--- src/rtl/sng_pkg.sv ---
package sng_pkg;

    // Coordinate width of cell and node indexes.
    localparam int COORD_BITS = 12;
    // Grid size registers hold one bit more than a coordinate.
    localparam int SIZE_BITS = COORD_BITS + 1;
    localparam int DOF_BITS = 4;
    localparam int KIND_BITS = 2;
    localparam int WIDTH_BITS = 2;
    // Widest box half width; the star supports at most STAR_MAX_W.
    localparam int MAX_WIDTH = 3;
    localparam int STAR_MAX_W = 2;
    localparam int STAR_SMALL_NODES = 5;
    localparam int STAR_NODES = 13;
    localparam int STEP_BITS = $clog2(STAR_NODES);
    localparam int OFS_BITS = $clog2(2 * MAX_WIDTH + 1);
    localparam int JOB_DEPTH = 2;
    localparam int CFG_INDEX_BITS = 3;
    localparam int CFG_DATA_BITS = SIZE_BITS;

    typedef logic [COORD_BITS-1:0] coord_t;
    typedef logic [DOF_BITS-1:0] dof_t;
    typedef logic [SIZE_BITS-1:0] size_t;
    typedef logic signed [COORD_BITS+1:0] scoord_t;
    typedef logic signed [2:0] delta_t;

    typedef enum logic [CFG_INDEX_BITS-1:0] {
        REG_KIND  = 3'd0,
        REG_WIDTH = 3'd1,
        REG_EDGE  = 3'd2,
        REG_CELL  = 3'd3,
        REG_COLS  = 3'd4,
        REG_ROWS  = 3'd5
    } cfg_reg_t;

    typedef enum logic [KIND_BITS-1:0] {
        KIND_STAR    = 2'd0,
        KIND_BOX     = 2'd1,
        KIND_CENTRAL = 2'd2
    } stencil_kind_t;

    typedef enum logic [2:0] {
        JOB_SINGLE  = 3'd0,
        JOB_ERROR   = 3'd1,
        JOB_STAR5   = 3'd2,
        JOB_STAR13  = 3'd3,
        JOB_BOX     = 3'd4
    } job_kind_t;

    typedef struct packed {
        logic [KIND_BITS-1:0]  kind;
        logic [WIDTH_BITS-1:0] width;
        dof_t                  edge_dofs;
        dof_t                  cell_dofs;
        size_t                 cols;
        size_t                 rows;
    } cfg_t;

    // One classified center cell: everything the back end needs to walk it.
    typedef struct packed {
        job_kind_t kind;
        coord_t    cx;
        coord_t    cy;
        coord_t    hx;
        coord_t    hy;
        coord_t    sx;
        coord_t    sy;
        coord_t    ex;
        coord_t    ey;
        dof_t      edge_dofs;
        dof_t      cell_dofs;
    } job_t;

    typedef struct packed {
        coord_t px;
        coord_t py;
        dof_t   edge_dofs;
        dof_t   cell_dofs;
        logic   unsupported;
        logic   last;
    } result_t;

    // Largest legal coordinate for a grid of n cells, saturated to the coordinate range.
    function automatic coord_t upper_bound(input size_t n);
        size_t m;
        coord_t r;
        m = n - size_t'(1);
        if (n == '0) begin
            r = '0;
        end else if (m[COORD_BITS]) begin
            r = '1;
        end else begin
            r = m[COORD_BITS-1:0];
        end
        return r;
    endfunction

    function automatic coord_t clamp(input scoord_t v, input coord_t hi);
        coord_t r;
        if (v < 0) begin
            r = '0;
        end else if (v > $signed({2'b00, hi})) begin
            r = hi;
        end else begin
            r = v[COORD_BITS-1:0];
        end
        return r;
    endfunction

    function automatic delta_t star_dx(input logic wide, input logic [STEP_BITS-1:0] k);
        delta_t d;
        d = 3'sd0;
        if (wide) begin
            case (k)
                4'd1, 4'd5, 4'd9:  d = -3'sd1;
                4'd3, 4'd7, 4'd11: d = 3'sd1;
                4'd4:              d = -3'sd2;
                4'd8:              d = 3'sd2;
                default:           d = 3'sd0;
            endcase
        end else begin
            case (k)
                4'd1:    d = -3'sd1;
                4'd3:    d = 3'sd1;
                default: d = 3'sd0;
            endcase
        end
        return d;
    endfunction

    function automatic delta_t star_dy(input logic wide, input logic [STEP_BITS-1:0] k);
        delta_t d;
        d = 3'sd0;
        if (wide) begin
            case (k)
                4'd0:               d = 3'sd2;
                4'd1, 4'd2, 4'd3:   d = 3'sd1;
                4'd9, 4'd10, 4'd11: d = -3'sd1;
                4'd12:              d = -3'sd2;
                default:            d = 3'sd0;
            endcase
        end else begin
            case (k)
                4'd0:    d = 3'sd1;
                4'd4:    d = -3'sd1;
                default: d = 3'sd0;
            endcase
        end
        return d;
    endfunction

endpackage

--- src/rtl/sng_front.sv ---
module sng_front (
    input  logic            push,
    output logic            full,
    input  sng_pkg::coord_t cell_x,
    input  sng_pkg::coord_t cell_y,
    input  sng_pkg::cfg_t   cfg,
    input  logic            q_full,
    output logic            q_push,
    output sng_pkg::job_t   job
);
    import sng_pkg::*;

    coord_t                hx;
    coord_t                hy;
    logic [WIDTH_BITS-1:0] w;
    coord_t                wc;
    logic [COORD_BITS:0]   ex_wide;
    logic [COORD_BITS:0]   ey_wide;
    coord_t                sx;
    coord_t                sy;
    coord_t                ex;
    coord_t                ey;
    logic                  keep;

    always_comb
    begin
        hx = upper_bound(cfg.cols);
        hy = upper_bound(cfg.rows);
        w = (cfg.width > WIDTH_BITS'(MAX_WIDTH)) ? WIDTH_BITS'(MAX_WIDTH) : cfg.width;
        wc = COORD_BITS'(w);

        sx = (cell_x >= wc) ? cell_x - wc : '0;
        sy = (cell_y >= wc) ? cell_y - wc : '0;
        ex_wide = {1'b0, cell_x} + {1'b0, wc};
        ey_wide = {1'b0, cell_y} + {1'b0, wc};
        ex = (ex_wide > {1'b0, hx}) ? hx : ex_wide[COORD_BITS-1:0];
        ey = (ey_wide > {1'b0, hy}) ? hy : ey_wide[COORD_BITS-1:0];

        job = '0;
        job.cx = cell_x;
        job.cy = cell_y;
        job.hx = hx;
        job.hy = hy;
        job.sx = sx;
        job.sy = sy;
        job.ex = ex;
        job.ey = ey;
        job.edge_dofs = cfg.edge_dofs;
        job.cell_dofs = cfg.cell_dofs;
        job.kind = JOB_SINGLE;
        keep = 1'b1;

        if (cfg.kind == KIND_STAR && cfg.width > WIDTH_BITS'(STAR_MAX_W)) begin
            job.kind = JOB_ERROR;
        end else if (cfg.edge_dofs == '0 && cfg.cell_dofs == '0) begin
            keep = 1'b0;
        end else begin
            case (cfg.kind)
                KIND_STAR:
                begin
                    if (cfg.width == '0) begin
                        // A star of width zero is the clamped center alone.
                        job.kind = JOB_SINGLE;
                        job.cx = (cell_x > hx) ? hx : cell_x;
                        job.cy = (cell_y > hy) ? hy : cell_y;
                    end else if (cfg.width == WIDTH_BITS'(1)) begin
                        job.kind = JOB_STAR5;
                    end else begin
                        job.kind = JOB_STAR13;
                    end
                end
                KIND_BOX:
                begin
                    job.kind = JOB_BOX;
                    // A center outside the grid can cross the bounds: nothing to emit.
                    keep = (sx <= ex) && (sy <= ey);
                end
                default:
                begin
                    job.kind = JOB_SINGLE;
                end
            endcase
        end
    end

    assign full = q_full;
    assign q_push = push && !q_full && keep;

endmodule

--- src/rtl/sng_queue.sv ---
module sng_queue (
    input  logic          clk,
    input  logic          rst_n,
    input  logic          wr_en,
    input  sng_pkg::job_t wr_job,
    input  logic          rd_en,
    output sng_pkg::job_t rd_job,
    output logic          q_empty,
    output logic          q_full
);
    import sng_pkg::*;

    localparam int PTR_BITS = (JOB_DEPTH > 1) ? $clog2(JOB_DEPTH) : 1;
    localparam int CNT_BITS = $clog2(JOB_DEPTH + 1);

    job_t                slot_reg [JOB_DEPTH];
    logic [PTR_BITS-1:0] wr_ptr_reg;
    logic [PTR_BITS-1:0] wr_ptr_next;
    logic [PTR_BITS-1:0] rd_ptr_reg;
    logic [PTR_BITS-1:0] rd_ptr_next;
    logic [CNT_BITS-1:0] count_reg;
    logic [CNT_BITS-1:0] count_next;

    assign q_empty = (count_reg == '0);
    assign q_full = (count_reg == CNT_BITS'(JOB_DEPTH));
    assign rd_job = slot_reg[rd_ptr_reg];

    always_comb
    begin
        wr_ptr_next = wr_ptr_reg;
        rd_ptr_next = rd_ptr_reg;
        count_next = count_reg;
        if (wr_en) begin
            wr_ptr_next = (wr_ptr_reg == PTR_BITS'(JOB_DEPTH - 1)) ? '0 : wr_ptr_reg + 1'b1;
        end
        if (rd_en) begin
            rd_ptr_next = (rd_ptr_reg == PTR_BITS'(JOB_DEPTH - 1)) ? '0 : rd_ptr_reg + 1'b1;
        end
        if (wr_en && !rd_en) begin
            count_next = count_reg + 1'b1;
        end else if (rd_en && !wr_en) begin
            count_next = count_reg - 1'b1;
        end
    end

    always_ff @(posedge clk or negedge rst_n)
    begin
        if (!rst_n) begin
            wr_ptr_reg <= '0;
            rd_ptr_reg <= '0;
            count_reg <= '0;
        end else begin
            wr_ptr_reg <= wr_ptr_next;
            rd_ptr_reg <= rd_ptr_next;
            count_reg <= count_next;
        end
    end

    always_ff @(posedge clk)
    begin
        if (wr_en) begin
            slot_reg[wr_ptr_reg] <= wr_job;
        end
    end

endmodule

--- src/rtl/sng_back.sv ---
module sng_back (
    input  logic             clk,
    input  logic             rst_n,
    input  sng_pkg::job_t    head,
    input  logic             head_valid,
    output logic             head_pop,
    input  logic             pop,
    output logic             out_valid,
    output sng_pkg::result_t out_res
);
    import sng_pkg::*;

    logic [STEP_BITS-1:0] k_reg;
    logic [STEP_BITS-1:0] k_next;
    logic [OFS_BITS-1:0]  ox_reg;
    logic [OFS_BITS-1:0]  ox_next;
    logic [OFS_BITS-1:0]  oy_reg;
    logic [OFS_BITS-1:0]  oy_next;
    logic                 out_valid_reg;
    logic                 out_valid_next;
    result_t              out_reg;
    result_t              node;
    logic                 advance;
    logic                 wide;
    scoord_t              vx;
    scoord_t              vy;
    logic [STEP_BITS-1:0] last_k;

    assign advance = head_valid && (!out_valid_reg || pop);
    assign head_pop = advance && node.last;
    assign out_valid = out_valid_reg;
    assign out_res = out_reg;

    always_comb
    begin
        wide = (head.kind == JOB_STAR13);
        last_k = wide ? STEP_BITS'(STAR_NODES - 1) : STEP_BITS'(STAR_SMALL_NODES - 1);
        vx = $signed({2'b00, head.cx}) + (COORD_BITS + 2)'(star_dx(wide, k_reg));
        vy = $signed({2'b00, head.cy}) + (COORD_BITS + 2)'(star_dy(wide, k_reg));

        node = '0;
        node.edge_dofs = head.edge_dofs;
        node.cell_dofs = head.cell_dofs;
        case (head.kind)
            JOB_STAR5, JOB_STAR13:
            begin
                node.px = clamp(vx, head.hx);
                node.py = clamp(vy, head.hy);
                node.last = (k_reg == last_k);
            end
            JOB_BOX:
            begin
                node.px = head.sx + COORD_BITS'(ox_reg);
                node.py = head.sy + COORD_BITS'(oy_reg);
                node.last = (node.px == head.ex) && (node.py == head.ey);
            end
            JOB_ERROR:
            begin
                node.edge_dofs = '0;
                node.cell_dofs = '0;
                node.unsupported = 1'b1;
                node.last = 1'b1;
            end
            default:
            begin
                node.px = head.cx;
                node.py = head.cy;
                node.last = 1'b1;
            end
        endcase

        k_next = k_reg;
        ox_next = ox_reg;
        oy_next = oy_reg;
        if (advance) begin
            if (node.last) begin
                k_next = '0;
                ox_next = '0;
                oy_next = '0;
            end else begin
                k_next = k_reg + 1'b1;
                if (node.px == head.ex) begin
                    ox_next = '0;
                    oy_next = oy_reg + 1'b1;
                end else begin
                    ox_next = ox_reg + 1'b1;
                end
            end
        end

        if (advance) begin
            out_valid_next = 1'b1;
        end else if (pop) begin
            out_valid_next = 1'b0;
        end else begin
            out_valid_next = out_valid_reg;
        end
    end

    always_ff @(posedge clk or negedge rst_n)
    begin
        if (!rst_n) begin
            k_reg <= '0;
            ox_reg <= '0;
            oy_reg <= '0;
            out_valid_reg <= 1'b0;
        end else begin
            k_reg <= k_next;
            ox_reg <= ox_next;
            oy_reg <= oy_next;
            out_valid_reg <= out_valid_next;
        end
    end

    always_ff @(posedge clk)
    begin
        if (advance) begin
            out_reg <= node;
        end
    end

endmodule

--- src/rtl/stencil_neighbor_generator_core.sv ---
// Channel   | Direction | Handshake             | Request contents
// ----------+-----------+-----------------------+----------------------------------------
// input     | in        | push / full           | cell_x, cell_y
// result    | out       | empty / pop           | point_x, point_y, node_edge_dofs,
//           |           |                       | node_cell_dofs, unsupported, last
// config    | in        | cfg_valid / cfg_ready | cfg_index, cfg_data
//
// One node per cycle leaves the sequencer when not stalled: 1 node per cell for central,
// a star of width 0 or the error, 5 or 13 for a star, up to (2w+1)^2 = 49 for a box.
// A cell that yields nothing is dropped by the classifier and never enters the queue.
// Reset is asynchronous and active low; it empties the job queue and the result
// register and loads the register reset values, so no clearing pass is needed.
// A stalled result side fills the two-entry queue, and only then does full rise.
module stencil_neighbor_generator_core (
    input  logic                                clk,
    input  logic                                rst_n,
    input  logic                                push,
    output logic                                full,
    input  logic [sng_pkg::COORD_BITS-1:0]      cell_x,
    input  logic [sng_pkg::COORD_BITS-1:0]      cell_y,
    output logic                                empty,
    input  logic                                pop,
    output logic [sng_pkg::COORD_BITS-1:0]      point_x,
    output logic [sng_pkg::COORD_BITS-1:0]      point_y,
    output logic [sng_pkg::DOF_BITS-1:0]        node_edge_dofs,
    output logic [sng_pkg::DOF_BITS-1:0]        node_cell_dofs,
    output logic                                unsupported,
    output logic                                last,
    input  logic                                cfg_valid,
    output logic                                cfg_ready,
    input  logic [sng_pkg::CFG_INDEX_BITS-1:0]  cfg_index,
    input  logic [sng_pkg::CFG_DATA_BITS-1:0]   cfg_data
);
    import sng_pkg::*;

    // Configuration registers. The user must change them only while the block is idle (the
    // block does not enforce this), so the classifier may read them directly.
    logic [KIND_BITS-1:0]  kind_reg;
    logic [WIDTH_BITS-1:0] width_reg;
    dof_t                  edge_reg;
    dof_t                  cell_reg;
    size_t                 cols_reg;
    size_t                 rows_reg;
    cfg_t                  cfg;

    // Front-to-back job queue.
    job_t    push_job;
    logic    q_push;
    logic    q_pop;
    logic    q_empty;
    logic    q_full;
    job_t    head_job;

    // Result register of the node sequencer.
    logic    res_valid;
    result_t res;

    assign cfg_ready = 1'b1;

    // Writes beyond the register list are taken and dropped.
    always_ff @(posedge clk or negedge rst_n)
    begin
        if (!rst_n) begin
            kind_reg <= KIND_STAR;
            width_reg <= WIDTH_BITS'(1);
            edge_reg <= DOF_BITS'(1);
            cell_reg <= DOF_BITS'(1);
            cols_reg <= SIZE_BITS'(1 << COORD_BITS);
            rows_reg <= SIZE_BITS'(1 << COORD_BITS);
        end else if (cfg_valid && cfg_ready) begin
            case (cfg_index)
                REG_KIND:  kind_reg <= cfg_data[KIND_BITS-1:0];
                REG_WIDTH: width_reg <= cfg_data[WIDTH_BITS-1:0];
                REG_EDGE:  edge_reg <= cfg_data[DOF_BITS-1:0];
                REG_CELL:  cell_reg <= cfg_data[DOF_BITS-1:0];
                REG_COLS:  cols_reg <= cfg_data[SIZE_BITS-1:0];
                REG_ROWS:  rows_reg <= cfg_data[SIZE_BITS-1:0];
                default:
                begin
                end
            endcase
        end
    end

    always_comb
    begin
        cfg.kind = kind_reg;
        cfg.width = width_reg;
        cfg.edge_dofs = edge_reg;
        cfg.cell_dofs = cell_reg;
        cfg.cols = cols_reg;
        cfg.rows = rows_reg;
    end

    // The classifier turns each accepted cell into a job, or drops it when it has no nodes.
    sng_front u_front (
        .push   (push),
        .full   (full),
        .cell_x (cell_x),
        .cell_y (cell_y),
        .cfg    (cfg),
        .q_full (q_full),
        .q_push (q_push),
        .job    (push_job)
    );

    sng_queue u_queue (
        .clk     (clk),
        .rst_n   (rst_n),
        .wr_en   (q_push),
        .wr_job  (push_job),
        .rd_en   (q_pop),
        .rd_job  (head_job),
        .q_empty (q_empty),
        .q_full  (q_full)
    );

    // The sequencer walks the head job one node per unstalled cycle into the result register.
    sng_back u_back (
        .clk        (clk),
        .rst_n      (rst_n),
        .head       (head_job),
        .head_valid (!q_empty),
        .head_pop   (q_pop),
        .pop        (pop),
        .out_valid  (res_valid),
        .out_res    (res)
    );

    assign empty = !res_valid;
    assign point_x = res.px;
    assign point_y = res.py;
    assign node_edge_dofs = res.edge_dofs;
    assign node_cell_dofs = res.cell_dofs;
    assign unsupported = res.unsupported;
    assign last = res.last;

`ifndef SYNTHESIS
    // The classifier never writes into a full queue.
    assert property (@(posedge clk) disable iff (!rst_n) q_push |-> !q_full)
        else $error("job pushed into a full queue");

    // The sequencer retires only a job that is present.
    assert property (@(posedge clk) disable iff (!rst_n) q_pop |-> !q_empty)
        else $error("job retired from an empty queue");

    // The error request is always a single, final request.
    assert property (@(posedge clk) disable iff (!rst_n) (!empty && unsupported) |-> last)
        else $error("unsupported request without last");

    // A regular node always carries some components.
    assert property (@(posedge clk) disable iff (!rst_n)
        (!empty && !unsupported) |-> (node_edge_dofs != '0 || node_cell_dofs != '0))
        else $error("node emitted with no components");
`endif

endmodule
--- config.mk ---
export PLATFORM = sky130hd
export DESIGN_NAME = stencil_neighbor_generator_core
export DESIGN_NICKNAME = d
export VERILOG_FILES = /design/src/rtl/sng_pkg.sv /design/src/rtl/sng_front.sv /design/src/rtl/sng_queue.sv /design/src/rtl/sng_back.sv /design/src/rtl/stencil_neighbor_generator_core.sv
export SDC_FILE = /design/constraint.sdc
export NUM_CORES = 1
export LEC_CHECK = 0
export ABC_CLOCK_PERIOD_IN_PS = 10990
export CORE_UTILIZATION = 59
export CTS_CLUSTER_DIAMETER = 100
export DETAILED_ROUTE_END_ITERATION = 10
export DONT_BUFFER_PORTS = 1
export PLACE_DENSITY = 0.78
export SLEW_MARGIN = 5
export SYNTH_ARGS = -nofsm -noshare
export SYNTH_HDL_FRONTEND = slang
export SYNTH_SLANG_ARGS = --single-unit
--- constraint.sdc ---
create_clock -name clk -period 10.99 [get_ports clk]
set_input_delay 0.5495 -clock clk [delete_from_list [all_inputs] [get_ports clk]]
set_output_delay 0.5495 -clock clk [all_outputs]
set_load 0.02 [all_outputs]
==> results.sh, run 1 <==
export IMPL_synth_seq_area_share=0.445
export IMPL_maxCapViolCount=0
export IMPL_reg2regPathDepth=36
export IMPL_syn_avg_cell_area_um2=10.9
export IMPL_ys_ff_latch=301
export IMPL_ys_flop_type="edfxtp_1"
export IMPL_hp_class="input port to register"
export IMPL_grt_usage=0.284
export IMPL_area_delta_synth_final_pct=7.09
export IMPL_htree_levels=1
export IMPL_hpwl_mm=36.5
export IMPL_drive_above_1_share=0.108
export IMPL_fillerInstances=2547
export IMPL_grt_max_degree=77
export IMPL_fmax_ghz=0.117
export IMPL_via_per_inst=6.38
export IMPL_slew_violations=0
export IMPL_final_seq_area_um2=8780
export IMPL_drt_iter0_drc=1456
export IMPL_mappedNetlistArea_um2=19700
export IMPL_rsz0062_at_grt="no"
export IMPL_synth_edff_count=248
export IMPL_vdd_drop_max_v=0.000173
export IMPL_criticalPathCategory="register to register"
export IMPL_ioPinCount=82
export IMPL_drtPass1Iterations=7
export IMPL_core_area_um2=32700
export IMPL_grt_pass1_vias=13600
export IMPL_clock_tree_root_cell="clkbuf_16"
export IMPL_dieArea_um2=34200
export IMPL_crit_reg2reg_launch="rows_reg[0]"
export IMPL_cts_sinks=301
export IMPL_tightest_slew_ps=1150
export IMPL_setup_worst_path_end_class="register"
export IMPL_clkSlewWorstSetupHoldPaths_ps=60
export IMPL_num_rows=66
export IMPL_synth_async_reset_ratio=0.176
export IMPL_fin_crit_ps=8570
export IMPL_cts_tree="built"
export IMPL_fin_skew_ps=17.8
export IMPL_tns_ps=0
export IMPL_wl_mm=48.5
export IMPL_yosysTopAreaCellShare=0.377
export IMPL_initial_core_util=0.604
export IMPL_yosysWarnings=0
export IMPL_reg2reg_to="u_queue.slot_reg[1][2]"
export IMPL_finalSetupViolCount=0
export IMPL_antenna_found_initial=0
export IMPL_gr_total_overflow=0
export IMPL_worstPathMaxFanout=76
export IMPL_synth_common_cells="248 x edfxtp_1, 146 x ha_1, 124 x nand2_1, 110 x nor2_1, 99 x o21ai_0"
export IMPL_clk_latency_ps=590
export IMPL_final_hold_viol_count=0
export IMPL_min_path_cells=2
export IMPL_yosysUniqueCellTypes=101
export IMPL_dp_slack_ps=2490
export IMPL_place_congestion=0.932
export IMPL_grt_pass1_wl_mm=74.3
export IMPL_drc_errors=0
export IMPL_synth_top_cells_by_area="edfxtp_1 38%, ha_1 9.3%, dfrtp_1 6.1%"
export IMPL_outcome="complete, no violations"
export IMPL_yosysTopAreaCell="edfxtp_1"
export IMPL_crit_slowest_cell="and2_4"
export IMPL_crit_top_cell="o21a_1"
export IMPL_fp_dieH_um=185
export IMPL_fin_crit_sh=0.780
export IMPL_pwr_density_cell_nw_per_um2=294
export IMPL_dieWidth_um=185
export IMPL_relSlewSlack=0.230
export IMPL_r2r_setup_slack_ps=2420
export IMPL_leakage_nw=8.29
export IMPL_yosysMostFrequentCell="edfxtp_1"
export IMPL_io_buffer_count=0
export IMPL_multi_input_area_um2=10300
export IMPL_cts_made_buffers=31
export IMPL_hold_path_end="width_reg[0]"
export IMPL_via_count=14400
export IMPL_cp_required_ps=11220
export IMPL_wire_per_inst_um=21.5
export IMPL_cp_start_kind="register"
export IMPL_synth_cells=1805
export IMPL_post_route_worst_setup_slack_ps=2420
export IMPL_largest_reg_flops=214
export IMPL_max_stage_delay_ps=880
export IMPL_ant_nets=0
export IMPL_arrival_ps=8810
export IMPL_holdCritStartpoint="cfg_data[0]"
export IMPL_syn_num_nets=2004
export IMPL_diodes=0
export IMPL_post_cts_buffers=0
export IMPL_clockBufferDepth=3
export IMPL_nets=1987
## critical path: cells and delay by family (launching register included)
| kind | cells | cell delay (ps) |
|---|---|---|
| AOI/OAI and AO/OA | 18 | 3370 |
| adders and majority gates | 3 | 800 |
| buffers and inverters | 4 | 1040 |
| DFF | 1 | 410 |
| muxes | 1 | 150 |
| and+or+nand+nor | 10 | 2370 |
## how the worst max path moves through the flow
stage / start / endpoint / slack, ps / cells after the start
after floorplan: rows_reg[0] / u_queue.slot_reg[0][0] / 1790 / 35
after global placement: rows_reg[0] / u_queue.slot_reg[1][4] / 2790 / 36
after detailed placement: rows_reg[0] / u_queue.slot_reg[1][1] / 2490 / 36
after CTS: rows_reg[0] / u_queue.slot_reg[1][2] / 2470 / 36
after global routing: rows_reg[0] / u_queue.slot_reg[1][2] / 1750 / 36
final: rows_reg[0] / u_queue.slot_reg[1][2] / 2420 / 36
## timing repair
action | 4_1_cts | 5_1_grt
hold buffers | 2 | 0
gates resized for setup | 0 | 0
hold endpoints to repair | 53 | 0
## final cells by class
cell class / instances / share of cell area
multi-input cells: 1352 / 0.489
flip-flops and latches: 301 / 0.415
clock inverters: 15 / 0.00657
well taps: 442 / 0.0262
inverters: 87 / 0.0157
repair buffers: 15 / 0.00639
clock buffers: 42 / 0.0405
## cell usage in the layout (no fill, tap or decap), types with 47 or more instances in the layout
| master | count |
|---|---|
| edfxtp_1 | 248 |
| xnor2_1 | 82 |
| dfrtp_1 | 47 |
| nand2_1 | 124 |
| a21oi_1 | 85 |
| o21ai_0 | 99 |
| xor2_1 | 51 |
| ha_1 | 146 |
| mux2i_1 | 98 |
| mux2_2 | 88 |
| inv_1 | 84 |
| nor2_1 | 110 |
## where the power goes
part | total (mW) | switching (mW) | internal, mW | leakage (nW)
sequential | 1.94 | 0.253 | 1.69 | 2.94
clock | 1.02 | 0.444 | 0.574 | 0.471
combinational | 3.25 | 2.03 | 1.22 | 4.88
total | 6.21 | 2.73 | 3.48 | 8.29
## logic make-up (layout without fill, tap and decap cells)
kind of cell,Yosys count,in the layout,share of synthesized area
AO/OA/AOI/OAI,403,403,0.137
XOR/XNOR,133,133,0.0590
adder cells (fa/ha/maj),156,156,0.102
buffers and inverters,152,159,0.0332
flip-flops,301,301,0.445
multiplexers,186,186,0.0999
other,1,1,0.000190
AND/OR/NAND/NOR,473,473,0.124
## metal layers
metal  wire (um)  part of all wire  vias to the layer above  GRT usage
li1            -                 -                     6733          -
met5           0                 0                        -          0
met1       21400              0.44                     6975      0.403
met4        1460             0.030                        0     0.0826
met3        4070             0.084                      107     0.0531
met2       21500              0.44                      557      0.442
## stage by stage
stage	util	hold slack [ps]	cell area [um^2]	cells	power [mW]
2_1_floorplan	-	254	19700	1805	4.32
3_3_place_gp	0.615	255	20100	2195	5.06
3_5_place_dp	0.615	255	20100	2195	5.13
4_1_cts	0.647	43.2	21100	2254	6.18
5_1_grt	0.647	75.6	21100	2254	6.59
6_report	0.647	68.8	21100	2254	6.21
(Power assumes the default switching activity.)
==> inputs of run 2 (changes only) <==
--- a/config.mk
+++ b/config.mk
@@ -5,7 +5,7 @@
 export SDC_FILE = /design/constraint.sdc
 export NUM_CORES = 1
 export LEC_CHECK = 0
-export ABC_CLOCK_PERIOD_IN_PS = 10990
+export ABC_CLOCK_PERIOD_IN_PS = 7600
 export CORE_UTILIZATION = 59
 export CTS_CLUSTER_DIAMETER = 100
 export DETAILED_ROUTE_END_ITERATION = 10
==> constraint.sdc (replaced) <==
create_clock -name clk -period 7.6 [get_ports clk]
set_input_delay 0.38 -clock clk [delete_from_list [all_inputs] [get_ports clk]]
set_output_delay 0.38 -clock clk [all_outputs]
set_load 0.02 [all_outputs]
==> results.sh, run 2 (same netlist as run 1, synthesis figures left out) <==
export IMPL_outcome="complete, no violations"
export IMPL_wire_per_inst_um=21.8
export IMPL_leakage_nw=8.54
export IMPL_drt_iter0_drc=1354
export IMPL_clkPwrFrac=0.171
export IMPL_fp_dieH_um=185
export IMPL_clockBufferDepth=3
export IMPL_finalSetupViolCount=0
export IMPL_worst_path_buf_inv=5
export IMPL_vdd_drop_max_v=0.000261
export IMPL_layout_commonest_cell="edfxtp_1"
export IMPL_via_count=14700
export IMPL_arrival_ps=7350
export IMPL_gr_total_overflow=0
export IMPL_drc_errors=0
export IMPL_htree_levels=1
export IMPL_fin_crit_sh=0.931
export IMPL_mostFrequentLayoutCells="248 x edfxtp_1, 146 x ha_1, 123 x nand2_1"
export IMPL_fmax_ghz=0.141
export IMPL_grt_usage=0.292
export IMPL_area_delta_synth_final_pct=9.71
export IMPL_cpLargestDelayFamily="compound AO/OA/AOI/OAI gates"
export IMPL_sw_frac_of_total=0.434
export IMPL_clk_latency_ps=590
export IMPL_dieArea_um2=34200
export IMPL_place_congestion=0.971
export IMPL_ioPinCount=82
export IMPL_wl_mm=49.9
export IMPL_clock_tree_root_cell="clkbuf_16"
export IMPL_cts_made_buffers=31
export IMPL_dieWidth_um=185
export IMPL_p_int_mw=5.26
export IMPL_final_hold_viol_count=0
export IMPL_antenna_found_initial=1
export IMPL_cts_sinks=301
export IMPL_crit_top_cell="o21a_1"
export IMPL_nets=2022
export IMPL_grt_max_degree=80
export IMPL_diodes=0
export IMPL_relSlewSlack=0.236
export IMPL_tightest_slew_ps=1130
export IMPL_drive_above_1_share=0.124
export IMPL_grt_pass1_vias=14200
export IMPL_finalPower_mw=9.30
export IMPL_slew_violations=0
export IMPL_seq_power_share=0.304
export IMPL_crit_slowest_cell="or4_4"
export IMPL_ant_nets=0
export IMPL_io_buffer_count=0
export IMPL_setup_worst_path_end_class="register"
export IMPL_max_stage_delay_ps=470
export IMPL_largest_reg_flops=214
export IMPL_drtPass1Iterations=8
export IMPL_initial_core_util=0.604
export IMPL_criticalPathCategory="register to register"
export IMPL_fin_skew_ps=24.2
export IMPL_worstPathMaxFanout=41
export IMPL_maxCapViolCount=0
export IMPL_combPwrFrac=0.525
export IMPL_cp_required_ps=7870
export IMPL_via_per_inst=6.44
export IMPL_clkSlewWorstSetupHoldPaths_ps=60
export IMPL_fin_hold_ws_ps=56.4
export IMPL_cp_start_kind="register"
export IMPL_cts_tree="built"
export IMPL_grt_pass1_wl_mm=76.6
export IMPL_hpwl_mm=37.0
export IMPL_pwr_density_cell_nw_per_um2=429
export IMPL_fin_crit_ps=7080
export IMPL_hp_class="input port to register"
export IMPL_num_rows=66
export IMPL_core_area_um2=32700
export IMPL_p_sw_mw=4.04
-- run 2: changes by cell type in the layout (fill, tap and decap cells not counted), moves of 2 or more --
cell           before  now
a31oi_4             0    2
buf_12              0    2
buf_4              13   28
bufinv_16           1    5
clkbuf_1            7    4
clkbuf_16          31   33
clkbuf_8            4    1
clkinv_2            1    9
clkinvlp_4          4    1
dlygate4sd3_1       1   15
-- run 2: final timing paths --
kind	from	end	slack, ps	cells after the start
max in group asynchronous	rst_n	cell_reg[0]	6980	2
worst min-delay path	cfg_index[2]	kind_reg[1]	60	2
min in group asynchronous	rst_n	u_queue.count_reg[0]	330	2
worst min register to register	cell_reg[2]	u_queue.slot_reg[0][2]	490	0
worst max register to register	rows_reg[0]	u_queue.slot_reg[0][102]	520	37
worst max-delay path	rows_reg[0]	u_queue.slot_reg[0][102]	520	37
-- run 2: layout make-up --
type                    count  area (um^2)
clock inverters            22          275
well taps                 442          553
flip-flops and latches    301         8780
fillers                  2447        11000
inverters                  87          332
repair buffers             50          517
clock buffers              36          805
multi-input cells        1352        10400
-- run 2: timing repair --
item / 4_1_cts / 5_1_grt
hold buffers: 16 / 0
setup buffers: 0 / 6
hold endpoints to repair: 91 / 0
endpoints found under the setup margin: 0 / 212
resized for setup: 0 / 6
-- run 2: power by group through the flow --
stage / clock, mW / combinational (mW) / sequential, mW
final: 1.59 / 4.88 / 2.83
after detailed placement: 0 / 4.67 / 2.85
after floorplan: 0 / 3.50 / 2.75
after CTS: 1.60 / 4.73 / 2.82
after global routing: 1.66 / 5.31 / 2.87
after global placement: 0 / 4.58 / 2.82
-- run 2: stage by stage --
step / setup slack [ps] / cells / util / cell area [um^2] / TNS (ps)
5_1_grt: -23.8 / 2290 / 0.662 / 21700 / -795
6_report: 521 / 2290 / 0.662 / 21700 / 0
3_3_place_gp: 641 / 2208 / 0.620 / 20300 / 0
4_1_cts: 324 / 2282 / 0.658 / 21500 / 0
3_5_place_dp: 400 / 2208 / 0.620 / 20300 / 0
2_1_floorplan: 22.1 / 1805 / - / 19800 / 0
-- run 2: layer usage --
| metal | track usage | routed length [um] | vias to the layer above |
|---|---|---|---|
| li1 | - | - | 6814 |
| met1 | 0.403 | 21400 | 7125 |
| met2 | 0.456 | 22200 | 681 |
| met3 | 0.0560 | 4340 | 127 |
| met4 | 0.112 | 1900 | 0 |
| met5 | 0 | 0 | - |
==> inputs of run 3 (changes only) <==
--- a/config.mk
+++ b/config.mk
@@ -5,12 +5,12 @@
 export SDC_FILE = /design/constraint.sdc
 export NUM_CORES = 1
 export LEC_CHECK = 0
-export ABC_CLOCK_PERIOD_IN_PS = 7600
-export CORE_UTILIZATION = 59
+export ABC_CLOCK_PERIOD_IN_PS = 8900
+export CORE_UTILIZATION = 65
 export CTS_CLUSTER_DIAMETER = 100
 export DETAILED_ROUTE_END_ITERATION = 10
 export DONT_BUFFER_PORTS = 1
-export PLACE_DENSITY = 0.78
+export PLACE_DENSITY = 0.81
 export SLEW_MARGIN = 5
 export SYNTH_ARGS = -nofsm -noshare
 export SYNTH_HDL_FRONTEND = slang
==> constraint.sdc (replaced) <==
create_clock -name clk -period 8.9 [get_ports clk]
set_input_delay 0.445 -clock clk [delete_from_list [all_inputs] [get_ports clk]]
set_output_delay 0.445 -clock clk [all_outputs]
set_load 0.02 [all_outputs]
==> results.sh, run 3 (same netlist as run 1, synthesis figures left out) <==
export IMPL_setup_worst_path_end_class="register"
export IMPL_wire_per_inst_um=23.2
export IMPL_largest_reg_flops=214
export IMPL_grt_usage=0.333
export IMPL_clock_tree_root_cell="clkbuf_16"
export IMPL_drc_errors=0
export IMPL_fillerInstances=2048
export IMPL_mostFrequentLayoutCells="248 x edfxtp_1, 146 x ha_1, 124 x nand2_1"
export IMPL_cts_made_buffers=31
export IMPL_fmax_ghz=0.121
export IMPL_reg2regPathDepth=34
export IMPL_final_cells=2217
export IMPL_max_stage_delay_ps=490
export IMPL_post_cts_buffers=0
export IMPL_drt_iter0_drc=1698
export IMPL_hp_class="input port to register"
export IMPL_clockBufferDepth=3
export IMPL_crit_top_cell="o21a_1"
export IMPL_cp_startpoint="rows_reg[3]"
export IMPL_critPathCapture="u_queue.slot_reg[0][81]"
export IMPL_clk_latency_ps=580
export IMPL_crit_reg2reg_launch="rows_reg[3]"
export IMPL_leakage_nw=8.42
export IMPL_nets=2001
export IMPL_dr_wl_met3_mm=4.45
export IMPL_layout_commonest_cell="edfxtp_1"
export IMPL_grt_pass1_vias=14200
export IMPL_cp_start_kind="register"
export IMPL_wl_met1_mm=22.2
export IMPL_maxCapViolCount=0
export IMPL_grt_pass1_wl_mm=79.0
export IMPL_drtPass1Iterations=6
export IMPL_relSlewSlack=0.210
export IMPL_hpwl_mm=37.7
export IMPL_drive_above_1_share=0.109
export IMPL_dieWidth_um=176
export IMPL_cp_required_ps=9120
export IMPL_fin_crit_sh=0.926
export IMPL_outcome="complete, no violations"
export IMPL_dieArea_um2=31100
export IMPL_slew_violations=0
export IMPL_finalSetupViolCount=0
export IMPL_final_hold_viol_count=0
export IMPL_post_route_worst_setup_slack_ps=654
export IMPL_crit_slowest_cell="a31oi_1"
export IMPL_place_congestion=0.958
export IMPL_antenna_found_initial=0
export IMPL_num_rows=63
export IMPL_core_area_um2=29800
export IMPL_dp_cells=2145
export IMPL_fin_crit_ps=8250
export IMPL_tightest_slew_ps=1180
export IMPL_cts_tree="built"
export IMPL_criticalPathCategory="register to register"
export IMPL_reg2reg_to="u_queue.slot_reg[0][81]"
export IMPL_cts_sinks=301
export IMPL_ioPinCount=82
export IMPL_arrival_ps=8470
export IMPL_r2r_setup_slack_ps=650
export IMPL_dp_slack_ps=789
export IMPL_htree_levels=1
export IMPL_ant_nets=0
export IMPL_diodes=0
export IMPL_top_layer="met4"
export IMPL_wl_mm=51.4
export IMPL_gr_total_overflow=0
export IMPL_fp_dieH_um=176
export IMPL_via_per_inst=6.66
export IMPL_route_met2_wl_mm=23.3
export IMPL_area_delta_synth_final_pct=8.09
export IMPL_worstPathMaxFanout=51
export IMPL_fin_skew_ps=16.2
export IMPL_pwr_density_cell_nw_per_um2=369
export IMPL_grt_max_degree=57
export IMPL_initial_core_util=0.663
export IMPL_via_count=14800
export IMPL_clkSlewWorstSetupHoldPaths_ps=60
export IMPL_tns_ps=0
export IMPL_rsz0062_at_grt="no"
export IMPL_io_buffer_count=0
export IMPL_vdd_drop_max_v=0.000211
==> run 3: how the worst min path moves through the flow <==
stage | start | cells past startpoint | slack (ps) | end
2_1_floorplan | rst_n | 0 | 150 | cell_reg[1]
3_3_place_gp | rst_n | 0 | 150 | cols_reg[10]
3_5_place_dp | rst_n | 0 | 150 | cols_reg[11]
4_1_cts | cfg_data[0] | 2 | 0.3 | cols_reg[0]
5_1_grt | cfg_data[0] | 1 | 5 | kind_reg[0]
6_report | cfg_data[0] | 2 | 10 | cols_reg[0]
==> run 3: report_power, final <==
group          leakage (nW)  internal (mW)  switching [mW]  total (mW)
clock                 0.537          0.844           0.555        1.40
sequential             2.94           2.09           0.349        2.43
combinational          4.94           1.51            2.54        4.05
total                  8.42           4.43            3.45        7.88
==> run 3: what timing repair did <==
| action | 4_1_cts | 5_1_grt |
|---|---|---|
| hold endpoints to repair | 74 | 0 |
| endpoints found under the setup margin | 0 | 31 |
| gates resized for setup | 0 | 1 |
| hold buffers | 13 | 0 |
==> run 3: layer usage <==
| metal | GRT usage | vias to the layer above |
|---|---|---|
| met2 | 0.524 | 702 |
| li1 | - | 6789 |
| met5 | 0 | - |
| met3 | 0.0506 | 108 |
| met1 | 0.477 | 7175 |
| met4 | 0.0986 | 0 |
==> run 3: through the flow <==
step	utilization	cell area [um^2]	power, mW	hold WS (ps)
after global placement	0.674	20100	6.24	151
after global routing	0.716	21300	8.32	4.73
final	0.716	21300	7.88	13.0
after detailed placement	0.674	20100	6.35	151
after CTS	0.716	21300	7.79	0.323
after floorplan	-	19800	5.33	149
==> run 3: cell type report <==
class | instances | area, um^2 | share of cell area
Multi-Input combinational cell | 1353 | 10400 | 0.485
Timing Repair Buffer | 28 | 289 | 0.0135
Sequential cell | 301 | 8780 | 0.412
Clock buffer | 35 | 791 | 0.0371
Clock inverter | 23 | 305 | 0.0143
Inverter | 87 | 332 | 0.0155
Tap cell | 390 | 488 | 0.0229
==> run 3: worst max-delay path, delay by kind of cell, from the launching register on <==
kind                       cells  cell delay [ps]
adders and majority gates      2              500
AOI/OAI and AO/OA             18             3770
buffers and inverters          3              970
DFF                            1              440
and+or+nand+nor               10             2000
muxes                          1              140
